**config.mk**
```make
export PLATFORM = sky130hd
export DESIGN_NAME = echo_pulse_distance_averager_unit
export DESIGN_NICKNAME = d
export VERILOG_FILES = /design/src/design/epda_pkg.sv /design/src/design/epda_serial_div.sv /design/src/design/epda_average.sv /design/src/design/echo_pulse_distance_averager_unit.sv
export SDC_FILE = /design/constraint.sdc
export NUM_CORES = 1
export LEC_CHECK = 0
export ABC_AREA = 0
export BUFFER_PORTS_ARGS = -buffer_cell sky130_fd_sc_hd__buf_2
export CAP_MARGIN = 20
export CORE_UTILIZATION = 56
export DETAILED_ROUTE_END_ITERATION = 8
export GPL_ROUTABILITY_DRIVEN = 1
export HOLD_SLACK_MARGIN = 0.12
export PLACE_DENSITY = 0.78
export SYNTH_ARGS = -nofsm -noshare
export SYNTH_HDL_FRONTEND = slang
export SYNTH_SLANG_ARGS = --single-unit
```
**constraint.sdc**
```tcl
create_clock -name clock -period 4.5 [get_ports clock]
set_input_delay 0.675 -clock clock [delete_from_list [all_inputs] [get_ports clock]]
set_output_delay 0.675 -clock clock [all_outputs]
set_load 0.01 [all_outputs]
```
**src/design/epda_pkg.sv**
```systemverilog
package epda_pkg;

   // Fixed field and register widths.
   localparam int AVG_WIDTH     = 12;
   localparam int DIVISOR_WIDTH = 24;
   localparam int CSR_WIDTH     = 24;
   localparam int RSP_WIDTH     = 16;

   // Register indexes on the configuration port.
   localparam logic CSR_CYCLES_PER_MM = 1'b0;
   localparam logic CSR_MAX_DISTANCE  = 1'b1;

   // Register reset values.
   localparam logic [DIVISOR_WIDTH-1:0] CYCLES_PER_MM_RESET = 24'd470;
   localparam logic [AVG_WIDTH-1:0]     MAX_DISTANCE_RESET  = 12'd2000;

endpackage

```
**src/design/epda_serial_div.sv**
```systemverilog
module epda_serial_div
   import epda_pkg::*;
#(
   parameter int TIMESTAMP_WIDTH = 24
) (
   input  logic                       clock,
   input  logic                       reset,
   input  logic                       start,
   input  logic [TIMESTAMP_WIDTH-1:0] dividend,
   input  logic [DIVISOR_WIDTH-1:0]   divisor,
   output logic                       done,
   output logic [TIMESTAMP_WIDTH-1:0] quotient
);

   localparam int CNT_WIDTH = $clog2(TIMESTAMP_WIDTH + 1);

   logic [DIVISOR_WIDTH-1:0]   rem_ff, rem_in;
   logic [TIMESTAMP_WIDTH-1:0] quo_ff, quo_in;
   logic [CNT_WIDTH-1:0]       count_ff, count_in;
   logic                       done_ff, done_in;
   logic [DIVISOR_WIDTH:0]     shifted;
   logic [DIVISOR_WIDTH:0]     diff;
   logic                       fits;

   // One quotient bit per cycle: the dividend shifts out of the top of the
   // quotient register while quotient bits shift in at the bottom.
   always_comb begin
      shifted  = {rem_ff, quo_ff[TIMESTAMP_WIDTH-1]};
      fits     = shifted >= {1'b0, divisor};
      diff     = shifted - {1'b0, divisor};
      rem_in   = rem_ff;
      quo_in   = quo_ff;
      count_in = count_ff;
      done_in  = 1'b0;
      if (start) begin
         rem_in   = '0;
         quo_in   = dividend;
         count_in = CNT_WIDTH'(TIMESTAMP_WIDTH);
      end else if (count_ff != '0) begin
         rem_in   = fits ? diff[DIVISOR_WIDTH-1:0] : shifted[DIVISOR_WIDTH-1:0];
         quo_in   = {quo_ff[TIMESTAMP_WIDTH-2:0], fits};
         count_in = count_ff - 1'b1;
         done_in  = (count_ff == CNT_WIDTH'(1));
      end
   end

   always_ff @(posedge clock) begin
      rem_ff <= rem_in;
      quo_ff <= quo_in;
      if (reset) begin
         count_ff <= '0;
         done_ff  <= 1'b0;
      end else begin
         count_ff <= count_in;
         done_ff  <= done_in;
      end
   end

   assign done     = done_ff;
   assign quotient = quo_ff;

endmodule

```
**src/design/epda_average.sv**
```systemverilog
module epda_average
   import epda_pkg::*;
(
   input  logic                 clock,
   input  logic                 reset,
   input  logic                 update,
   input  logic [AVG_WIDTH-1:0] reading,
   output logic                 slot_free,
   output logic                 rsp_tvalid,
   input  logic                 rsp_tready,
   output logic [AVG_WIDTH-1:0] avg
);

   logic [AVG_WIDTH-1:0]   avg_ff, avg_in;
   logic                   valid_ff, valid_in;
   logic [AVG_WIDTH+2:0]   sum;

   // 7*avg + reading, formed as 8*avg - avg + reading.
   always_comb begin
      sum      = {avg_ff, 3'b000} - {3'b000, avg_ff} + {3'b000, reading};
      avg_in   = avg_ff;
      valid_in = valid_ff && !rsp_tready;
      if (update) begin
         avg_in   = sum[AVG_WIDTH+2:3];
         valid_in = 1'b1;
      end
   end

   always_ff @(posedge clock) begin
      if (reset) begin
         avg_ff   <= '0;
         valid_ff <= 1'b0;
      end else begin
         avg_ff   <= avg_in;
         valid_ff <= valid_in;
      end
   end

   // The average only changes when the output slot is free, so the
   // average register doubles as the output data register.
   assign slot_free  = !valid_ff || rsp_tready;
   assign rsp_tvalid = valid_ff;
   assign avg        = avg_ff;

endmodule

```
**src/design/echo_pulse_distance_averager_unit.sv**
```systemverilog
// Echo pulse distance averager.
// The request channel carries edge events of an ultrasonic echo line: tuser
// is the edge polarity (1 = falling) and tdata the capture timestamp. A
// rising edge stores its timestamp and leaves the block ready. A falling edge forms
// the elapsed count, divides it by cycles_per_millimetre in a bit-serial
// restoring divider (one quotient bit per cycle), and, if the divisor is
// nonzero and the reading does not exceed max_distance_mm, updates the
// running average and presents it on the response channel. No new edge is
// accepted until the division and its result step are through, so the block
// takes one falling edge at a time. A dropped reading returns the block to
// idle with no response. Configuration is written through csr_we, csr_index
// and csr_wdata while the block is idle; the user is bound to this, as the
// block itself does not enforce it.
// A pending response sits in an output register; the block keeps accepting
// rising edges and starts the next division while it waits, and holds a new
// average back, with its input stalled, until the receiver takes the
// previous transaction.
// Synchronous reset clears the stored rise timestamp and the average to zero
// and restores cycles_per_millimetre to 470 and max_distance_mm to 2000.
module echo_pulse_distance_averager_unit
   import epda_pkg::*;
#(
   parameter int TIMESTAMP_WIDTH = 24
) (
   input  logic                                     clock,
   input  logic                                     reset,
   input  logic                                     req_tvalid,
   output logic                                     req_tready,
   // [TIMESTAMP_WIDTH-1:0] capture_time, zero padded to whole bytes
   input  logic [((TIMESTAMP_WIDTH + 7) / 8) * 8-1:0] req_tdata,
   // [0] edge_falling
   input  logic                                     req_tuser,
   output logic                                     rsp_tvalid,
   input  logic                                     rsp_tready,
   // [11:0] distance_avg_mm, [15:12] zero
   output logic [RSP_WIDTH-1:0]                     rsp_tdata,
   input  logic                                     csr_we,
   input  logic                                     csr_index,
   input  logic [CSR_WIDTH-1:0]                     csr_wdata
);

   localparam int CMP_WIDTH = (TIMESTAMP_WIDTH > AVG_WIDTH) ? TIMESTAMP_WIDTH : AVG_WIDTH;

   typedef enum logic [1:0] {
      ST_IDLE,
      ST_DIVIDE,
      ST_RESULT
   } state_type;

   state_type                  state_ff, state_in;
   logic [TIMESTAMP_WIDTH-1:0] rise_ff, rise_in;
   logic [DIVISOR_WIDTH-1:0]   cpm_ff;
   logic [AVG_WIDTH-1:0]       max_ff;

   logic [TIMESTAMP_WIDTH-1:0] capture;
   logic [TIMESTAMP_WIDTH-1:0] elapsed;
   logic                       wrap;
   logic                       accept;
   logic                       start;
   logic                       div_done;
   logic [TIMESTAMP_WIDTH-1:0] quotient;
   logic [CMP_WIDTH-1:0]       quo_ext;
   logic                       drop;
   logic                       update;
   logic                       slot_free;
   logic [AVG_WIDTH-1:0]       avg;

   assign capture    = req_tdata[TIMESTAMP_WIDTH-1:0];
   assign req_tready = (state_ff == ST_IDLE);
   assign accept     = req_tvalid && req_tready;
   assign start      = accept && req_tuser;

   // When the fall is not after the rise, the count is all ones minus
   // (rise - fall), which is fall - rise - 1 modulo the timer range.
   assign wrap    = (capture <= rise_ff);
   assign elapsed = capture - rise_ff - {{(TIMESTAMP_WIDTH-1){1'b0}}, wrap};

   assign quo_ext = CMP_WIDTH'(quotient);
   assign drop    = (cpm_ff == '0) || (quo_ext > CMP_WIDTH'(max_ff));
   assign update  = (state_ff == ST_RESULT) && !drop && slot_free;

   always_comb begin
      state_in = state_ff;
      rise_in  = rise_ff;
      case (state_ff)
         ST_IDLE: begin
            if (accept && !req_tuser) begin
               rise_in = capture;
            end
            if (start) begin
               state_in = ST_DIVIDE;
            end
         end
         ST_DIVIDE: begin
            if (div_done) begin
               state_in = ST_RESULT;
            end
         end
         ST_RESULT: begin
            if (drop || slot_free) begin
               state_in = ST_IDLE;
            end
         end
         default: begin
            state_in = ST_IDLE;
         end
      endcase
   end

   always_ff @(posedge clock) begin
      if (reset) begin
         state_ff <= ST_IDLE;
         rise_ff  <= '0;
         cpm_ff   <= CYCLES_PER_MM_RESET;
         max_ff   <= MAX_DISTANCE_RESET;
      end else begin
         state_ff <= state_in;
         rise_ff  <= rise_in;
         if (csr_we && csr_index == CSR_CYCLES_PER_MM) begin
            cpm_ff <= csr_wdata[DIVISOR_WIDTH-1:0];
         end
         if (csr_we && csr_index == CSR_MAX_DISTANCE) begin
            max_ff <= csr_wdata[AVG_WIDTH-1:0];
         end
      end
   end

   epda_serial_div #(
      .TIMESTAMP_WIDTH(TIMESTAMP_WIDTH)
   ) u_div (
      .clock    (clock),
      .reset    (reset),
      .start    (start),
      .dividend (elapsed),
      .divisor  (cpm_ff),
      .done     (div_done),
      .quotient (quotient)
   );

   epda_average u_avg (
      .clock      (clock),
      .reset      (reset),
      .update     (update),
      .reading    (quo_ext[AVG_WIDTH-1:0]),
      .slot_free  (slot_free),
      .rsp_tvalid (rsp_tvalid),
      .rsp_tready (rsp_tready),
      .avg        (avg)
   );

   assign rsp_tdata = {{(RSP_WIDTH-AVG_WIDTH){1'b0}}, avg};

endmodule
```
* After elaboration in Yosys (flattened, before gate mapping)
Index checks and enable logic that the tools add are counted.
Word-level totals: word-level logic and storage cells 61, output and inout port bits 18, input port bits 55, register bits after elaboration 129
Operators by class: bitwise logic cells 2, equal/unequal tests 6, add/sub/neg operators 6, multiplexer cells 10, order comparisons 3, reduce and logical (&&, ||, !) cells 23
Operators with widths (count):
- 2-to-1 mux 24 bit | 3
- subtractor 24 bit | 2
- >= comparator 25 x 24 -> 1 bit | 1
- > comparator 24 x 12 -> 1 bit | 1
- <= comparator 24 bit | 1
- zero test 24 bit | 1
- subtractor 24 x 1 -> 24 bit | 1
- adder 15 x 12 -> 15 bit | 1
- subtractor 15 x 12 -> 15 bit | 1
- 2-to-1 mux 5 bit | 2
- logical AND 1 bit | 8
- 2-to-1 mux 2 bit | 3
- inequality test 2 x 1 -> 1 bit, second input constant | 3
- one-hot mux 2 bit (3 select lines) | 1
- == test 5 x 1 -> 1 bit, second input constant | 1
- nonzero test 5 bit | 1
- subtractor 5 x 1 -> 5 bit, second input constant | 1
- zero test 1 bit | 4
- logical OR 1 bit | 3
- AND reduction 3 bit | 1
- OR reduction 3 bit | 1
- == test 2 x 1 -> 1 bit, second input constant | 1
- == test 2 bit, second input constant | 1
- zero test 2 bit | 1
- other kinds (5) | 6

* Longest topological paths before layout
word-level depth 6, mapped depth 23, depth with buffers taken out 23

* By module
A second synthesis with hierarchy kept.
Second synthesis, totals: cells, all modules 1246, area, all modules 10022.1 um2
By module, submodules not included:
- echo_pulse_distance_averager_unit | cells each 667, instances 1, area an instance 4952.2 um2, sequential area each 1241.2 um2
- epda_serial_div | cells each 403, instances 1, area an instance 3649.8 um2, sequential area each 1321.3 um2
- epda_average | cells each 176, instances 1, area an instance 1420.1 um2, sequential area each 260.2 um2

* Worst setup path after synthesis
Ideal clock, no wire load.
path kind input -> register, from in req_tdata[1], to reg u_div.quo_ff[22] (netlist: u_div.quotient[22]), data pin, stages 22, arrival 4.568 ns, path slack -0.323 ns, data required time 4.246 ns, path buffers 0, setup time 0.254 ns, cell sequence ha_1 -> nor2b_1 -> o21ai_0 -> a21oi_1 -> o21ai_0 -> a21oi_1 -> o211ai_1 -> a211oi_1 -> o31ai_1 -> fa_1 -> inv_1 -> ha_1 -> nor2_1 -> fa_1 -> and2_1 -> o21ai_0 -> a22oi_1 -> a21oi_1 -> a21oi_1 -> o311ai_0 -> mux2i_1 -> o21a_1
Between the ends: cells in the longest elaborated chain, start to end 3, elaborated cells on any way between the ends 4, classes of those cells add/sub (2); order compare (1); mux (1)
RTL lines:
- start, declared | RTL line echo_pulse_distance_averager_unit.sv:30 | input logic [((TIMESTAMP_WIDTH + 7) / 8) * 8-1:0] req_tdata,
- subtractor 24 bit / <= comparator 24 bit (equally long branches) | RTL line echo_pulse_distance_averager_unit.sv:76, echo_pulse_distance_averager_unit.sv:75
- subtractor 24 x 1 -> 24 bit * | RTL line echo_pulse_distance_averager_unit.sv:76 | assign elapsed = capture - rise_ff - {{(TIMESTAMP_WIDTH-1){1'b0}}, wrap};
- 2-to-1 mux 24 bit * | RTL line epda_serial_div.sv:35 | if (start) begin
- named net u_div.quo_in[22] | RTL line epda_serial_div.sv:18 | logic [TIMESTAMP_WIDTH-1:0] quo_ff, quo_in;
- end signal, assigned | RTL line epda_serial_div.sv:49 | quo_ff <= quo_in;
- end, declared | RTL line epda_serial_div.sv:18
The timed path passes the listed nets; every way through them passes the cells marked *. A chain may end at the register's enable or synchronous reset.

* Worst setup path after layout
from in req_tdata[1], to reg u_div.quo_ff[20] (netlist: u_div.quotient[20]), data pin
Same word-level chain as after synthesis.

==> results.ini <==
[status]
outcome = finished, final reports clean

[power]
vdd_drop_max_v = 0.000408
p_leak_nw = 5.16
p_int_mw = 3.99
seq_power_share = 0.261
p_sw_mw = 2.89
powerDensity_nw_per_um2 = 606
power_frac_comb = 0.540
pwr-share-clk = 0.199
swShare = 0.420

[timing]
maxSlewHeadroom = 0.420
tns_ns = 0
period_share = 0.986
rsz0062_at_grt = true
fin_ws_ns = 0.0638
layout_min_cycle_time_ns = 4.44
finalClockSkew_ns = 0.00667
fmaxAchievable_mhz = 225
final-setup-viol-count = 0
finalHoldViolCount = 0
drv_slew = 0
tightest_slew_ns = 0.869

[critical_path]
cp_data_arrival_time_ns = 4.58
crit_top_cell = a21oi_2
crit_fanout = 3
cp_num_buf_inv = 2
critPathSlowestCell = fa_1
critPathLaunchType = primary input
critPathRequiredTime_ns = 4.64
crit_start = req_tdata[1]
crit_type = primary input to register
timing.rr.start = rise_ff[1]$_SDFFE_PP0P_
critPathCaptureType = register
cpLargestDelayFamily = compound AO/OA/AOI/OAI gates
cpPeakStageDelay_ns = 0.48
worstPathCellList = buf_2, ha_4, nor2b_4, o21ai_2, a21oi_2, o21ai_1, a21oi_1, o211ai_1, a211oi_2, o31ai_2, fa_1, inv_1, ha_2, nor2_2, fa_2, and2_4, o21ai_4, a22oi_2, a21oi_2, a21oi_2, o31ai_2, xnor2_1, o21ai_1

[synthesis]
synth.top_cells.by_count = nand2_1 (188), inv_1 (184), ha_1 (121)
synth.most_common_cell = nand2_1
yosysTopAreaCell = dfxtp_1
ys_seq_area_frac = 0.285
synth_top_area_frac = 0.213
syn_area_um2 = 9890
synthArstFlopShare = 0
synth_ff_type = dfxtp_1
synthCells = 1263
ys_seq_elements = 129
postSynthAreaPerCell_um2 = 7.83
yosys.cell_types.count = 72
synthTopCellsByArea = dfxtp_1 (21%), ha_1 (15%), edfxtp_1 (7.3%)
synth_edf_count = 24
synth_warnings = 0

[placed_design]
gp_congestion = 0.893
pre_cts_ws_ns = -0.378
hpwl_um = 17500
port_buffers = 68
placed_cells = 1554

[route]
drtIter0Drc = 455
wire_per_inst_um = 15.0
drc = 0
ant_nets = 0
vias_per_cell = 5.61
vias = 8904
wl_um = 23800
drt-pass1-iter-count = 5

[floorplan]
die_y_um = 135
rows = 48
die_w_um = 135
ios = 73
start_util = 0.572
dieArea_um2 = 18200
core_um2 = 17300

[grt]
grt_pass1_vias = 8295
antenna_found_initial = 0
grt_pass1_wl_um = 38600
grt_max_degree = 57
grt_usage = 0.266
grt-ovfl-total = 0

[run]
cap_violations = 0

[hold_path]
hold_start = max_ff[5]$_SDFFE_PP0P_
min_path_type = register to register

[clock_tree]
ctsLongestPathBuffers = 2
clkSinkCount = 129
cts_tree = yes
path_clk_slew_ns = 0.06
cts-root-buf = clkbuf_16
numCtsBuffers = 17
clk-insertion-delay-late_ns = 0.43
htree_levels = 4

[finish]
layout-drive-gt1-share = 0.141
nNetsFinal = 1537
multi_input_area_um2 = 6280
finalNonFillerCells = 1586
post-route-util = 0.656
syn_to_final_growth_pct = 14.8
n_fill_cell = 1482
antenna_cells = 0
regArea_um2 = 2830

per-stage QoR:
stage	hold WS (ns)	total power, mW	area (µm²)
after floorplan	0.436	4.62	9920
after global placement	0.444	5.30	10700
after detailed placement	0.456	5.44	10700
after CTS	0.467	6.85	11300
after global routing	0.475	7.39	11400
final	0.465	6.88	11400
metal layers:
layer	track usage	vias to the layer above	wire, µm
met1	0.343	4165	11000
met5	0	-	0
met2	0.451	220	11300
li1	-	4474	-
met3	0.0428	45	1020
met4	0.0893	0	522
power by group through the flow:
stage                     clock network [mW]  logic [mW]  registers [mW]
after global routing                    1.43        4.13            1.82
after CTS                               1.39        3.67            1.78
final                                   1.37        3.72            1.79
after detailed placement                   0        3.63            1.80
after floorplan                            0        2.90            1.72
after global placement                     0        3.51            1.79
final cells by class:
cell class,count,share of cell area
Inverter,184,0.0608
Clock buffer,21,0.0407
Clock inverter,10,0.00970
Tap cell,225,0.0248
Sequential cell,129,0.249
Multi-Input combinational cell,900,0.553
Timing Repair Buffer,117,0.0624
sequential cells by signal (all words and copies together), names as in the netlist:
| signal | flops |
|---|---|
| u_div.quotient | 24 |
| u_div.rem_ff | 24 |
| u_avg.rsp_tvalid | 1 |
| cpm_ff | 24 |
| max_ff | 12 |
| u_div.count_ff | 5 |
| u_avg.avg | 12 |
| state_ff | 2 |
| rise_ff | 24 |
| u_div.done | 1 |
path summary, 6_finish.rpt:
check	slack, ns	depth (start not counted)	endpoint
worst max-delay path	0.06	23	u_div.quotient[20]$_DFFE_PP_
worst max register to register	0.09	23	u_div.quotient[20]$_DFFE_PP_
worst min register to register	0.46	2	max_ff[5]$_SDFFE_PP0P_
worst min-delay path	0.46	2	max_ff[5]$_SDFFE_PP0P_
worst register-to-register path: cells and delay by family (launching register included):
family	cells	cell delay, ns
and+or+nand+nor	3	0.33
xor gates and xnor gates	1	0.16
adders and majority gates	4	1.21
buffers and inverters	2	0.15
AOI/OAI and AO/OA	13	1.96
DFF	1	0.32
timing repair:
action                     CTS  global route
buffers inserted             0             1
gates cloned                 0             0
hold buffers                 0             0
gates resized for setup      1            19
pin swaps                    1            17
setup endpoints to repair    1            10
kinds of logic (layout without fill, tap and decap cells):
kind of cell	Yosys count	count (layout)	synth area share
compound gates	317	317	0.203
buf+inv	237	332	0.0930
xor+xnor	47	47	0.0416
simple gates	379	379	0.179
flops	129	129	0.285
other cells	1	4	0.000379
mux	20	20	0.0205
fa+ha+maj	133	133	0.177
cell usage in the layout (no fill, tap or decap), types with 15 or more instances in the layout:
master,netlist,layout
a21o_1,30,30
a21oi_1,118,114
a31oi_1,15,15
buf_2,3,68
buf_4,5,49
clkbuf_16,0,18
dfxtp_1,105,103
edfxtp_1,24,24
ha_1,121,118
inv_1,184,183
mux2i_1,18,18
nand2_1,188,188
nand3_1,18,17
nand4_1,17,17
nor2_1,63,62
nor3_1,19,18
o21ai_0,58,54
xnor2_1,34,34
Note: power is estimated with default switching activity, not from simulation.
